<file path="src/rtl/amfp_pkg.sv">
// Shared types and constants for the advertising-data manufacturer-structure parser.
// No dependencies; imported by amfp_parser and adv_manufacturer_field_parser.
`timescale 1ns / 1ps

package amfp_pkg;

    // Depth of the payload buffer, in bytes.
    localparam int PAYLOAD_MAX = 18;
    localparam int PAY_IDX_W   = (PAYLOAD_MAX > 1) ? $clog2(PAYLOAD_MAX) : 1;

    // Outcome of one advertising-data run.
    typedef enum logic [2:0] {
        ST_OK       = 3'd0,
        ST_ZERO     = 3'd1,
        ST_OVERRUN  = 3'd2,
        ST_HEADER   = 3'd3,
        ST_LENGTH   = 3'd4,
        ST_FIELDS   = 3'd5,
        ST_NOTFOUND = 3'd6
    } t_status;

    // Final status and captured packet header of one run.
    typedef struct packed {
        t_status     status;
        logic [7:0]  chan;
        logic [15:0] seq_number;
        logic [7:0]  frag_position;
        logic [7:0]  frag_total;
        logic [7:0]  pay_length;
    } t_summary;

endpackage

</file>
<file path="src/rtl/amfp_parser.sv">
// Length-type-value walker, manufacturer-structure checker and payload buffer.
// Depends on amfp_pkg; instantiated by adv_manufacturer_field_parser.
`timescale 1ns / 1ps

module amfp_parser (
    input  logic                          i_clk,
    input  logic                          i_rst_n,
    input  logic                          i_take,
    input  logic [7:0]                    i_byte,
    input  logic                          i_last,
    input  logic [15:0]                   i_invalid_seq,
    input  logic [15:0]                   i_exp_company,
    input  logic [7:0]                    i_exp_version,
    output amfp_pkg::t_summary            o_summary,
    input  logic [amfp_pkg::PAY_IDX_W-1:0] i_rd_idx,
    output logic [7:0]                    o_rd_byte
);
    import amfp_pkg::*;

    typedef enum logic [2:0] {
        PH_LEN,
        PH_TYPE,
        PH_SKIP,
        PH_MFR,
        PH_DONE
    } t_phase;

    localparam logic [7:0] MFR_TYPE      = 8'hFF;
    localparam logic [7:0] MFR_HDR_LEN   = 8'd12;
    localparam logic [7:0] CHAR_E        = 8'h45;
    localparam logic [7:0] CHAR_R        = 8'h52;
    localparam logic [7:0] PAY_MAX8      = 8'(PAYLOAD_MAX);

    // Byte positions inside the manufacturer structure (type byte is position 1).
    localparam logic [7:0] POS_CO_LO     = 8'd2;
    localparam logic [7:0] POS_CO_HI     = 8'd3;
    localparam logic [7:0] POS_MAGIC_E   = 8'd4;
    localparam logic [7:0] POS_MAGIC_R   = 8'd5;
    localparam logic [7:0] POS_VERSION   = 8'd6;
    localparam logic [7:0] POS_CHAN      = 8'd7;
    localparam logic [7:0] POS_SEQ_LO    = 8'd8;
    localparam logic [7:0] POS_SEQ_HI    = 8'd9;
    localparam logic [7:0] POS_FRAG_POS  = 8'd10;
    localparam logic [7:0] POS_FRAG_TOT  = 8'd11;
    localparam logic [7:0] POS_PAY_LEN   = 8'd12;
    localparam logic [7:0] POS_PAY_FIRST = 8'd13;

    t_phase      r_phase,     n_phase;
    logic [7:0]  r_left,      n_left;
    logic [7:0]  r_pos,       n_pos;
    t_status     r_verdict,   n_verdict;
    logic [7:0]  r_chan,      n_chan;
    logic [15:0] r_seq,       n_seq;
    logic [7:0]  r_frag_pos,  n_frag_pos;
    logic [7:0]  r_frag_tot,  n_frag_tot;
    logic [7:0]  r_pay_len,   n_pay_len;

    logic [7:0]  pos_inc;
    logic [7:0]  left_dec;
    logic [7:0]  wr_off;
    logic        wr_en;
    logic        mfr_bad;
    logic        run_closed;

    logic [7:0]  r_store [PAYLOAD_MAX];
    logic [7:0]  r_rd_byte;

    // Next state for one byte of advertising data.
    always_comb begin
        n_phase    = r_phase;
        n_left     = r_left;
        n_pos      = r_pos;
        n_verdict  = r_verdict;
        n_chan     = r_chan;
        n_seq      = r_seq;
        n_frag_pos = r_frag_pos;
        n_frag_tot = r_frag_tot;
        n_pay_len  = r_pay_len;
        mfr_bad    = 1'b0;
        pos_inc    = r_pos + 8'd1;
        left_dec   = r_left - 8'd1;

        case (r_phase)
            PH_LEN: begin
                if (i_byte == 8'd0) begin
                    n_verdict = ST_ZERO;
                    n_phase   = PH_DONE;
                end else begin
                    n_left  = i_byte;
                    n_phase = PH_TYPE;
                end
            end
            PH_TYPE: begin
                n_pos  = 8'd1;
                n_left = left_dec;
                if (i_byte == MFR_TYPE) begin
                    n_verdict = (r_left < MFR_HDR_LEN) ? ST_HEADER : ST_OK;
                    n_phase   = (left_dec == 8'd0) ? PH_DONE : PH_MFR;
                end else begin
                    n_phase   = (left_dec == 8'd0) ? PH_LEN : PH_SKIP;
                end
            end
            PH_SKIP: begin
                n_pos  = pos_inc;
                n_left = left_dec;
                if (left_dec == 8'd0) begin
                    n_phase = PH_LEN;
                end
            end
            PH_MFR: begin
                n_pos  = pos_inc;
                n_left = left_dec;
                case (pos_inc)
                    POS_CO_LO:    mfr_bad = (i_byte != i_exp_company[7:0]);
                    POS_CO_HI:    mfr_bad = (i_byte != i_exp_company[15:8]);
                    POS_MAGIC_E:  mfr_bad = (i_byte != CHAR_E);
                    POS_MAGIC_R:  mfr_bad = (i_byte != CHAR_R);
                    POS_VERSION:  mfr_bad = (i_byte != i_exp_version);
                    POS_CHAN:     n_chan = i_byte;
                    POS_SEQ_LO:   n_seq = {r_seq[15:8], i_byte};
                    POS_SEQ_HI:   n_seq = {i_byte, r_seq[7:0]};
                    POS_FRAG_POS: n_frag_pos = i_byte;
                    POS_FRAG_TOT: n_frag_tot = i_byte;
                    POS_PAY_LEN: begin
                        // The remaining structure length must match the payload length.
                        n_pay_len = i_byte;
                        if (r_verdict == ST_OK) begin
                            if (i_byte > PAY_MAX8 || left_dec != i_byte) begin
                                n_verdict = ST_LENGTH;
                            end else if (r_chan == 8'd0 || r_seq == i_invalid_seq ||
                                         r_frag_tot == 8'd0 || r_frag_pos >= r_frag_tot) begin
                                n_verdict = ST_FIELDS;
                            end
                        end
                    end
                    default: ;
                endcase
                if (mfr_bad && r_verdict == ST_OK) begin
                    n_verdict = ST_HEADER;
                end
                if (left_dec == 8'd0) begin
                    n_phase = PH_DONE;
                end
            end
            default: ;
        endcase
    end

    // Payload bytes land in the buffer as they pass.
    assign wr_off = pos_inc - POS_PAY_FIRST;
    assign wr_en  = (r_phase == PH_MFR) && (pos_inc >= POS_PAY_FIRST) && (wr_off < PAY_MAX8);

    // Status of the run if this byte is the last one.
    assign run_closed = (n_phase == PH_LEN) || (n_phase == PH_DONE);

    always_comb begin
        o_summary.status        = run_closed ? n_verdict : ST_OVERRUN;
        o_summary.chan          = 8'd0;
        o_summary.seq_number    = 16'd0;
        o_summary.frag_position = 8'd0;
        o_summary.frag_total    = 8'd0;
        o_summary.pay_length    = 8'd0;
        if (o_summary.status == ST_OK) begin
            o_summary.chan          = n_chan;
            o_summary.seq_number    = n_seq;
            o_summary.frag_position = n_frag_pos;
            o_summary.frag_total    = n_frag_tot;
            o_summary.pay_length    = n_pay_len;
        end
    end

    // Parser state; the last byte of a run rearms it.
    always_ff @(posedge i_clk) begin
        if (!i_rst_n || (i_take && i_last)) begin
            r_phase    <= PH_LEN;
            r_left     <= 8'd0;
            r_pos      <= 8'd0;
            r_verdict  <= ST_NOTFOUND;
            r_chan     <= 8'd0;
            r_seq      <= 16'd0;
            r_frag_pos <= 8'd0;
            r_frag_tot <= 8'd0;
            r_pay_len  <= 8'd0;
        end else if (i_take) begin
            r_phase    <= n_phase;
            r_left     <= n_left;
            r_pos      <= n_pos;
            r_verdict  <= n_verdict;
            r_chan     <= n_chan;
            r_seq      <= n_seq;
            r_frag_pos <= n_frag_pos;
            r_frag_tot <= n_frag_tot;
            r_pay_len  <= n_pay_len;
        end
    end

    // Payload buffer with a registered read port; the caller presents the next index.
    always_ff @(posedge i_clk) begin
        if (i_take && wr_en) begin
            r_store[wr_off[PAY_IDX_W-1:0]] <= i_byte;
        end
        r_rd_byte <= r_store[i_rd_idx];
    end

    assign o_rd_byte = r_rd_byte;

endmodule

</file>
<file path="src/rtl/adv_manufacturer_field_parser.sv">
// Top level: stream ports, register port, output burst sequencer.
// Depends on amfp_pkg and amfp_parser.
//
//   Channel   Direction  Handshake          Carries
//   s stream  in         tvalid / tready    tdata: in_byte; tlast: end_of_data
//   m stream  out        tvalid / tready    tdata: result fields; tuser: is_header;
//                                           tlast: result_last
//   APB       in/out     psel/penable/...   invalid_sequence, expected_company,
//                                           expected_version
//
// Words that do not end a run are accepted each cycle while no burst is being queued.
// The word that ends a run produces a burst of one header word plus pay_length payload
// words, one per cycle from the output register while the output accepts them;
// the input is held off until the burst sequencer has queued its last word.
// Reset is synchronous and active low; it restores register defaults and rearms the parser.
`timescale 1ns / 1ps

module adv_manufacturer_field_parser (
    input  logic        i_clk,
    input  logic        i_rst_n,
    // Input stream
    input  logic        i_s_tvalid,
    output logic        o_s_tready,
    input  logic [7:0]  i_s_tdata,   // [7:0] in_byte
    input  logic        i_s_tlast,
    // Output stream
    output logic        o_m_tvalid,
    input  logic        i_m_tready,
    output logic [63:0] o_m_tdata,   // [2:0] status, [10:3] chan, [26:11] seq_number,
                                     // [34:27] frag_position, [42:35] frag_total,
                                     // [50:43] pay_length, [58:51] payload_out, [63:59] zero
    output logic [0:0]  o_m_tuser,   // [0] is_header
    output logic        o_m_tlast,
    // Register port
    input  logic        psel,
    input  logic        penable,
    input  logic        pwrite,
    input  logic [3:0]  paddr,
    input  logic [31:0] pwdata,
    output logic [31:0] prdata,
    output logic        pready
);
    import amfp_pkg::*;

    localparam logic [1:0] REG_INVALID_SEQ = 2'd0;
    localparam logic [1:0] REG_EXP_COMPANY = 2'd1;
    localparam logic [1:0] REG_EXP_VERSION = 2'd2;

    logic [15:0]          r_invalid_seq;
    logic [15:0]          r_exp_company;
    logic [7:0]           r_exp_version;

    logic                 take;
    logic                 cfg_wr;
    t_summary             summary;
    logic [7:0]           rd_byte;

    logic                 r_pend;
    t_summary             r_snap;
    logic [7:0]           r_emit_left;
    logic [PAY_IDX_W-1:0] r_emit_idx;
    logic [PAY_IDX_W-1:0] n_emit_idx;
    logic                 r_out_valid;
    logic                 out_free;

    t_summary             r_out_sum;
    logic [7:0]           r_out_pay;
    logic                 r_out_hdr;
    logic                 r_out_last;

    // Register port.
    assign pready = 1'b1;
    assign cfg_wr = psel && penable && pwrite;

    always_ff @(posedge i_clk) begin
        if (!i_rst_n) begin
            r_invalid_seq <= 16'd0;
            r_exp_company <= 16'hFFFF;
            r_exp_version <= 8'd1;
        end else if (cfg_wr) begin
            case (paddr[3:2])
                REG_INVALID_SEQ: r_invalid_seq <= pwdata[15:0];
                REG_EXP_COMPANY: r_exp_company <= pwdata[15:0];
                REG_EXP_VERSION: r_exp_version <= pwdata[7:0];
                default: ;
            endcase
        end
    end

    always_comb begin
        case (paddr[3:2])
            REG_INVALID_SEQ: prdata = {16'd0, r_invalid_seq};
            REG_EXP_COMPANY: prdata = {16'd0, r_exp_company};
            REG_EXP_VERSION: prdata = {24'd0, r_exp_version};
            default:         prdata = 32'd0;
        endcase
    end

    // Input side: held off only while a burst is still being queued.
    assign o_s_tready = !r_pend && (r_emit_left == 8'd0);
    assign take       = i_s_tvalid && o_s_tready;

    amfp_parser u_parser (
        .i_clk         (i_clk),
        .i_rst_n       (i_rst_n),
        .i_take        (take),
        .i_byte        (i_s_tdata),
        .i_last        (i_s_tlast),
        .i_invalid_seq (r_invalid_seq),
        .i_exp_company (r_exp_company),
        .i_exp_version (r_exp_version),
        .o_summary     (summary),
        .i_rd_idx      (n_emit_idx),
        .o_rd_byte     (rd_byte)
    );

    // Burst sequencer: header word first, then the buffered payload.
    assign out_free = !r_out_valid || i_m_tready;

    // The buffer read is registered, so it is addressed with the next payload index.
    always_comb begin
        n_emit_idx = r_emit_idx;
        if (out_free) begin
            if (r_pend) begin
                n_emit_idx = '0;
            end else if (r_emit_left != 8'd0) begin
                n_emit_idx = r_emit_idx + 1'b1;
            end
        end
    end

    always_ff @(posedge i_clk) begin
        if (!i_rst_n) begin
            r_pend      <= 1'b0;
            r_emit_left <= 8'd0;
            r_emit_idx  <= '0;
            r_out_valid <= 1'b0;
        end else begin
            r_emit_idx <= n_emit_idx;
            if (take && i_s_tlast) begin
                r_pend <= 1'b1;
            end
            if (out_free) begin
                if (r_pend) begin
                    r_pend      <= 1'b0;
                    r_emit_left <= r_snap.pay_length;
                    r_out_valid <= 1'b1;
                end else if (r_emit_left != 8'd0) begin
                    r_emit_left <= r_emit_left - 8'd1;
                    r_out_valid <= 1'b1;
                end else begin
                    r_out_valid <= 1'b0;
                end
            end
        end
    end

    // Result payload registers.
    always_ff @(posedge i_clk) begin
        if (take && i_s_tlast) begin
            r_snap <= summary;
        end
        if (out_free) begin
            if (r_pend) begin
                r_out_sum  <= r_snap;
                r_out_pay  <= 8'd0;
                r_out_hdr  <= 1'b1;
                r_out_last <= (r_snap.pay_length == 8'd0);
            end else if (r_emit_left != 8'd0) begin
                r_out_pay  <= rd_byte;
                r_out_hdr  <= 1'b0;
                r_out_last <= (r_emit_left == 8'd1);
            end
        end
    end

    assign o_m_tvalid = r_out_valid;
    assign o_m_tdata  = {5'd0, r_out_pay, r_out_sum.pay_length, r_out_sum.frag_total,
                         r_out_sum.frag_position, r_out_sum.seq_number, r_out_sum.chan,
                         r_out_sum.status};
    assign o_m_tuser  = r_out_hdr;
    assign o_m_tlast  = r_out_last;

`ifndef NO_ASSERTIONS
    // The word that ends a run always queues a header word.
    a_last_queues_header: assert property (@(posedge i_clk) disable iff (!i_rst_n)
        take && i_s_tlast |=> r_pend)
        else $error("run end did not queue a header word");

    // A pending header and an unfinished payload burst never coexist.
    a_no_overlap: assert property (@(posedge i_clk) disable iff (!i_rst_n)
        !(r_pend && r_emit_left != 8'd0))
        else $error("header pending while payload burst active");

    // Payload count never exceeds the buffer depth.
    a_burst_bound: assert property (@(posedge i_clk) disable iff (!i_rst_n)
        r_emit_left <= 8'(PAYLOAD_MAX))
        else $error("payload burst longer than buffer");

    // Payload words only follow an ok header.
    a_payload_ok: assert property (@(posedge i_clk) disable iff (!i_rst_n)
        r_out_valid && !r_out_hdr |-> r_out_sum.status == ST_OK)
        else $error("payload word with error status");

    // A header with an error status ends its burst.
    a_error_single: assert property (@(posedge i_clk) disable iff (!i_rst_n)
        r_out_valid && r_out_hdr && r_out_sum.status != ST_OK |-> r_out_last)
        else $error("error header not marked last");
`endif

endmodule
</file>
<file path="config.mk">
export PLATFORM = sky130hd
export DESIGN_NAME = adv_manufacturer_field_parser
export DESIGN_NICKNAME = d
export VERILOG_FILES = /design/src/rtl/amfp_pkg.sv /design/src/rtl/amfp_parser.sv /design/src/rtl/adv_manufacturer_field_parser.sv
export SDC_FILE = /design/constraint.sdc
export NUM_CORES = 1
export LEC_CHECK = 0
export BUFFER_PORTS_ARGS = -buffer_cell sky130_fd_sc_hd__buf_2
export CAP_MARGIN = 20
export CORE_ASPECT_RATIO = 0.7
export CORE_MARGIN = 5
export CORE_UTILIZATION = 25
export CTS_BUF_LIST = sky130_fd_sc_hd__clkbuf_16
export DETAILED_ROUTE_END_ITERATION = 8
export GPL_ROUTABILITY_DRIVEN = 0
export PLACE_DENSITY = 0.48
export SLEW_MARGIN = 20
export SYNTH_ARGS = -nofsm -noshare
export SYNTH_HDL_FRONTEND = slang
export SYNTH_HIERARCHICAL = 1
export SYNTH_SLANG_ARGS = --single-unit
</file>
<file path="constraint.sdc">
create_clock -name i_clk -period 4.79 [get_ports i_clk]
set_input_delay 0.479 -clock i_clk [delete_from_list [all_inputs] [get_ports i_clk]]
set_output_delay 0.479 -clock i_clk [all_outputs]
set_load 0.01 [all_outputs]
</file>
==> impl_metrics.env, run 1 <==
export IMPL_cts_tree="built"
export IMPL_via_count=12480
export IMPL_cts_root_buf="clkbuf_16"
export IMPL_cts_buffers=44
export IMPL_finalCritPeriodShare=0.8959
export IMPL_avgSynthCellArea_sq_um=11.86
export IMPL_post_cts_buffers=0
export IMPL_holdWs_ps=138.1
export IMPL_core_sq_um=70230
export IMPL_dr_pass1_iters=6
export IMPL_routed_wl_microns=52560
export IMPL_clk_pin_slew_ps=60
export IMPL_critPathRequiredTime_ps=5180
export IMPL_die_w_microns=329.2
export IMPL_synth_ff_type="edfxtp_1"
export IMPL_final_antenna_net_count=0
export IMPL_grt_setup_unrepaired="no"
export IMPL_drv_cap=0
export IMPL_overflow=0
export IMPL_drt_iter0_markers=1153
export IMPL_grt_use_met3=0.03529
export IMPL_drcViolationCount=0
export IMPL_placed_area_sq_um=19480
export IMPL_criticalPathCategory="flip-flop to flip-flop"
export IMPL_synth_area_top_cells="edfxtp_1 43%, dfxtp_1 15%, mux2i_1 5.3%, mux4_2 5.1%, nor2_1 3.6%"
export IMPL_design_area_sq_um=20950
export IMPL_synth_edff_count=256
export IMPL_hold_buffers=0
export IMPL_n_fill_cell=7144
export IMPL_grtUsageMet1=0.2030
export IMPL_drive_gt1_frac=0.1957
export IMPL_rows=81
export IMPL_slew_violations=0
export IMPL_grt_max_degree=52
export IMPL_outcome="complete, no violations"
export IMPL_grt_pass1_wl_microns=78110
export IMPL_p_leak_nw=7.411
export IMPL_die_area_sq_um=76830
export IMPL_clock_latency_ps=580
export IMPL_die_y_microns=233.4
export IMPL_path_max_fanout=34
export IMPL_wire_per_inst_microns=20.22
export IMPL_p_per_area_nw_per_um2=488.5
export IMPL_fin_crit_ps=4291
export IMPL_tightest_slew_ps=1023
export IMPL_finalClockSkew_ps=28.06
export IMPL_cts_buffer_depth=3
export IMPL_grt_usage=0.1337
export IMPL_ys_warn_count=6
export IMPL_ctsResizeCount=0
export IMPL_synth_seq_cells=389
export IMPL_vias_per_cell=4.803
export IMPL_use_met2=0.1911
export IMPL_busiest_layer="met1"
export IMPL_dpl_hpwl_microns=36960
export IMPL_netlist_area_leader_share=0.4312
export IMPL_io_pins=153
export IMPL_io_buffers=112
export IMPL_critPathLaunchType="flip-flop"
export IMPL_antenna_cells=0
export IMPL_fmax_mhz=233.0
export IMPL_syn_inst=1503
export IMPL_grt_antenna_before_repair=5
export IMPL_endpoint_kind="flip-flop"
export IMPL_max_slew_margin_rel=0.3156
export IMPL_setup_violations=0
export IMPL_nNetsFinal=1680
export IMPL_power_total_mw=10.23
export IMPL_cts_sinks=389
export IMPL_seq_area_frac_synth=0.5806
export IMPL_synth_distinct_cells=86
export IMPL_area_growth_pct=17.50
export IMPL_vdd_drop_max_v=0.0003899
export IMPL_synth_area_sq_um=17830
export IMPL_yosys_area_top_type="edfxtp_1"
export IMPL_async_flop_share=0
export IMPL_grt_pass1_vias=12000
export IMPL_hp_class="input port to flip-flop"
export IMPL_htree_levels=2
export IMPL_finalHoldViolCount=0
export IMPL_initial_core_util=0.2538
export IMPL_tns_ps=0
export IMPL_arrival_ps=4680
==> critical path, cell delays in order, from the launching register on <==
cell and delay [ps]:
dfxtp_1 630, ha_1 360, nand4_4 160, nor3_1 540, o32a_2 440, nand3_1 190
a221o_1 420, a2111o_1 460, nor4b_2 250, nor2_2 60, buf_4 270, nor3b_1 300
==> metal layers <==
layer | routed length, microns | part of all wire
met1 | 25880 | 0.49
met2 | 21920 | 0.42
met3 | 4050 | 0.077
met4 | 698 | 0.013
met5 | 21 | 0.00040
==> cells by family after synthesis <==
family                   synth area share
XOR/XNOR                          0.01958
other                           0.0004213
adder cells (fa/ha/maj)           0.01334
flip-flops                         0.5806
buffers and inverters             0.03944
AO/OA/AOI/OAI                     0.09033
AND/OR/NAND/NOR                    0.1518
multiplexers                       0.1045
==> stage by stage <==
step	util	worst slack (ps)	instances
floorplan	-	992.8	1523
global placement	0.2774	703.6	2517
detailed placement	0.2774	567.9	2517
CTS	0.2981	558.3	2599
global route	0.2982	326.8	2599
finish	0.2982	498.6	2599
==> cell type report <==
| type | count | area (sq um) | share of cell area |
|---|---|---|---|
| inverters | 20 | 75.07 | 0.003584 |
| repair buffers | 168 | 993.5 | 0.04743 |
| flip-flops and latches | 389 | 10350 | 0.4941 |
| multi-input cells | 986 | 6877 | 0.3283 |
| clock inverters | 37 | 331.6 | 0.01583 |
| clock buffers | 45 | 1126 | 0.05376 |
| well taps | 954 | 1194 | 0.05699 |
==> cells in the final DEF (no fill, tap or decap), types with 37 or more instances in the layout <==
master     synthesis  final
edfxtp_1         256    256
nor2_1           169    167
nand2_1          136    135
dfxtp_1          133    133
buf_2             19    112
mux2i_1           95     95
a21oi_1           65     65
buf_4             25     55
nand3_1           45     45
clkbuf_16          0     45
o21ai_0           40     40
mux4_2            40     40
a22oi_1           39     39
nor3_1            37     37
==> report_power, final <==
group | total (mW) | switching (mW) | internal, mW
Combinational | 2.83 | 1.59 | 1.23
Clock | 3.36 | 1.38 | 1.98
Sequential | 4.04 | 0.173 | 3.87
==> worst paths after layout <==
| kind | start | endpoint | slack, ps | cells after the start |
|---|---|---|---|---|
| hold / removal | pwdata[11] | r_exp_company[11]$_SDFFE_PN1P_ | 140 | 3 |
| setup / recovery | u_parser/r_pos[0]$_SDFFE_PP0P_ | r_snap[37]$_DFFE_PP_ | 500 | 11 |
| setup reg to reg | u_parser/r_pos[0]$_SDFFE_PP0P_ | r_snap[37]$_DFFE_PP_ | 500 | 11 |
| hold reg to reg | r_snap[18]$_DFFE_PP_ | o_m_tdata[29]$_DFFE_PP_ | 420 | 0 |
==> synthesized netlist by cell type (all sizes together) (13+ instances only) <==
master and n:
dfxtp 133, nand4 15, mux2i 95, mux4 40, nor2 171, inv 20, nand3 45, and4 16
and2 13, buf 49, o21ai 44, nor3b 15, nor3 49, edfxtp 256, a21oi 65, clkbuf 79
nand2 136, xnor2 30, a22oi 39, ha 19, nor2b 15
==> flip-flops by register name, summed over array words and instances, names as in the netlist, 8 cells and up <==
name                 flops
r_exp_company           16
r_snap                  51
u_parser/r_seq          16
u_parser/r_frag_pos      8
u_parser/r_pay_len       8
r_invalid_seq           16
u_parser/r_store       144
r_exp_version            8
u_parser/o_rd_byte       8
u_parser/r_pos           8
o_m_tdata               51
u_parser/r_left          8
u_parser/r_frag_tot      8
u_parser/r_chan          8
r_out_pay                8
r_emit_left              8
No activity file was read; power rests on OpenSTA's default activity.
==> run 2: changes to the inputs <==
--- a/config.mk
+++ b/config.mk
@@ -9,11 +9,12 @@
 export CAP_MARGIN = 20
 export CORE_ASPECT_RATIO = 0.7
 export CORE_MARGIN = 5
-export CORE_UTILIZATION = 25
+export CORE_UTILIZATION = 40
 export CTS_BUF_LIST = sky130_fd_sc_hd__clkbuf_16
 export DETAILED_ROUTE_END_ITERATION = 8
 export GPL_ROUTABILITY_DRIVEN = 0
-export PLACE_DENSITY = 0.48
+export PLACE_DENSITY = 0.65
+export SKIP_CTS_REPAIR_TIMING = 1
 export SLEW_MARGIN = 20
 export SYNTH_ARGS = -nofsm -noshare
 export SYNTH_HDL_FRONTEND = slang
==> run 2 against run 1 <==
  * Sequential share of layout area grew 1.8 points
  * Critical endpoint is now r_snap[0]$_DFFE_PP_
  * First-iteration DRC count grew 14%
  * Clock skew fell by 9.7 ps
  * Non-clock buffer count fell by 12
  * Fmax fell by 5.0%
  * Die area down 36%
  * Highest routed layer unchanged
  * Via count fell by 0.49%
  * Critical path depth is 1 lower
  * Largest power group unchanged
  * Global-route usage up 5.2 points
  * Clock-buffer cell count down 6
==> impl_metrics.env, run 2 (synthesis gave the netlist of run 1 again) <==
export IMPL_area_growth_pct=13.45
export IMPL_outcome="complete, no violations"
export IMPL_vdd_drop_max_v=0.0005050
export IMPL_critPathLaunchType="flip-flop"
export IMPL_multi_input_area_sq_um=6902
export IMPL_rr_startpoint="u_parser/r_pos[1]$_SDFFE_PP0P_"
export IMPL_crit_start="u_parser/r_pos[1]$_SDFFE_PP0P_"
export IMPL_largest_reg_flops=144
export IMPL_grt_setup_unrepaired="no"
export IMPL_finalHoldViolCount=0
export IMPL_n_fill_cell=3990
export IMPL_dp_cells=2144
export IMPL_io_buffers=112
export IMPL_tightest_slew_ps=928.4
export IMPL_die_w_microns=262.3
export IMPL_hp_class="input port to flip-flop"
export IMPL_criticalPathCategory="flip-flop to flip-flop"
export IMPL_clock_latency_ps=540
export IMPL_rows=64
export IMPL_layout_cells_non_filler=2217
export IMPL_finalCritPeriodShare=0.9435
export IMPL_seqPwrFrac=0.413
export IMPL_tns_ps=0
export IMPL_p_per_area_nw_per_um2=482.1
export IMPL_combPwrFrac=0.288
export IMPL_sw_frac_of_total=0.3070
export IMPL_wire_per_inst_microns=21.53
export IMPL_core_sq_um=43880
export IMPL_grt_pass1_vias=11570
export IMPL_clk_pin_slew_ps=60
export IMPL_overflow=0
export IMPL_via_count=12420
export IMPL_final_common_cell="edfxtp_1"
export IMPL_final_antenna_net_count=0
export IMPL_utilization=0.4609
export IMPL_dpl_hpwl_microns=32980
export IMPL_fmax_mhz=221.3
export IMPL_path_max_fanout=15
export IMPL_cts_root_buf="clkbuf_16"
export IMPL_hold_start="pwdata[11]"
export IMPL_cts_sinks=389
export IMPL_fin_crit_ps=4520
export IMPL_critPathRequiredTime_ps=5180
export IMPL_p_leak_nw=7.230
export IMPL_vias_per_cell=5.603
export IMPL_nNetsFinal=1663
export IMPL_pwr_share_clk=0.300
export IMPL_htree_levels=2
export IMPL_cts_buffers=39
export IMPL_drt_iter0_markers=1311
export IMPL_io_pins=153
export IMPL_p_sw_mw=2.993
export IMPL_cts_buffer_depth=3
export IMPL_grt_usage=0.1859
export IMPL_die_y_microns=186.6
export IMPL_slew_violations=0
export IMPL_seqCellArea_sq_um=10350
export IMPL_max_slew_margin_rel=0.3754
export IMPL_routed_wl_microns=47720
export IMPL_grt_max_degree=52
export IMPL_setup_violations=0
export IMPL_grt_pass1_wl_microns=71570
export IMPL_finalClockSkew_ps=18.33
export IMPL_endpoint_kind="flip-flop"
export IMPL_layout_common_cells="256 x edfxtp_1, 167 x nor2_1, 135 x nand2_1, 133 x dfxtp_1, 112 x buf_2"
export IMPL_p_int_mw=6.757
export IMPL_die_area_sq_um=48960
export IMPL_initial_core_util=0.4063
export IMPL_drcViolationCount=0
export IMPL_arrival_ps=4910
export IMPL_dr_pass1_iters=6
export IMPL_grt_antenna_before_repair=5
export IMPL_drv_cap=0
export IMPL_drive_gt1_frac=0.1857
export IMPL_cts_tree="built"
## run 2: cell count changes in the layout (fill, tap and decap cells not counted), moves of 2 or more
cell and change:
bufinv_16 -2, clkbuf_16 -5, clkinv_4 +2, clkinv_1 +3, diode_2 +2, buf_4 -14, inv_1 -6
## run 2: worst max-delay path, cell delays in order (launching register included)
cell and delay (ps):
dfxtp_1 570, ha_1 500, nand4_4 180, nor3_1 500, o32a_2 440, nand3_1 170
a221o_1 400, a2111o_1 450, o31a_1 290, o21ai_2 560, and4_1 320
## run 2: area by class of cell
class | count | share of cell area
Timing Repair Buffer | 156 | 0.04615
Multi-Input combinational cell | 986 | 0.3412
Sequential cell | 389 | 0.5117
Antenna cell | 2 | 0.0002474
Tap cell | 594 | 0.03675
Clock inverter | 31 | 0.01194
Inverter | 20 | 0.003712
Clock buffer | 39 | 0.04825
## run 2: final timing paths
kind	endpoint	slack (ps)	cells past startpoint
worst max-delay path	r_snap[0]$_DFFE_PP_	270	10
worst min-delay path	r_exp_company[11]$_SDFFE_PN1P_	190	3
worst max register to register	r_snap[0]$_DFFE_PP_	270	10
worst min register to register	o_m_tdata[4]$_DFFE_PP_	420	0
## run 2: through the flow
step | total power, mW | hold WS, ps | setup WS (ps) | area (sq um)
2_1_floorplan | 6.051 | 400.3 | 992.8 | 17900
3_3_place_gp | 6.830 | 405.5 | 433.1 | 18950
3_5_place_dp | 6.883 | 404.5 | 313.5 | 18960
4_1_cts | 9.801 | 170.0 | 273.5 | 20180
5_1_grt | 10.23 | 198.8 | 69.22 | 20220
6_report | 9.750 | 191.2 | 270.5 | 20230
## run 2: power by group through the flow
stage          registers (mW)  clock network (mW)  logic [mW]
2_1_floorplan            4.08                   0        1.97
3_3_place_gp             4.09                   0        2.74
3_5_place_dp             4.10                   0        2.79
4_1_cts                  4.03                2.98        2.79
5_1_grt                  4.06                3.13        3.05
6_report                 4.03                2.92        2.80
## run 2: routing by layer
layer  part of all wire  GRT usage  wire [microns]
met3               0.10    0.05898            4957
met1               0.44     0.2749           21200
met2               0.43     0.2707           20740
met4              0.017    0.03799             804
met5            0.00059          0              28
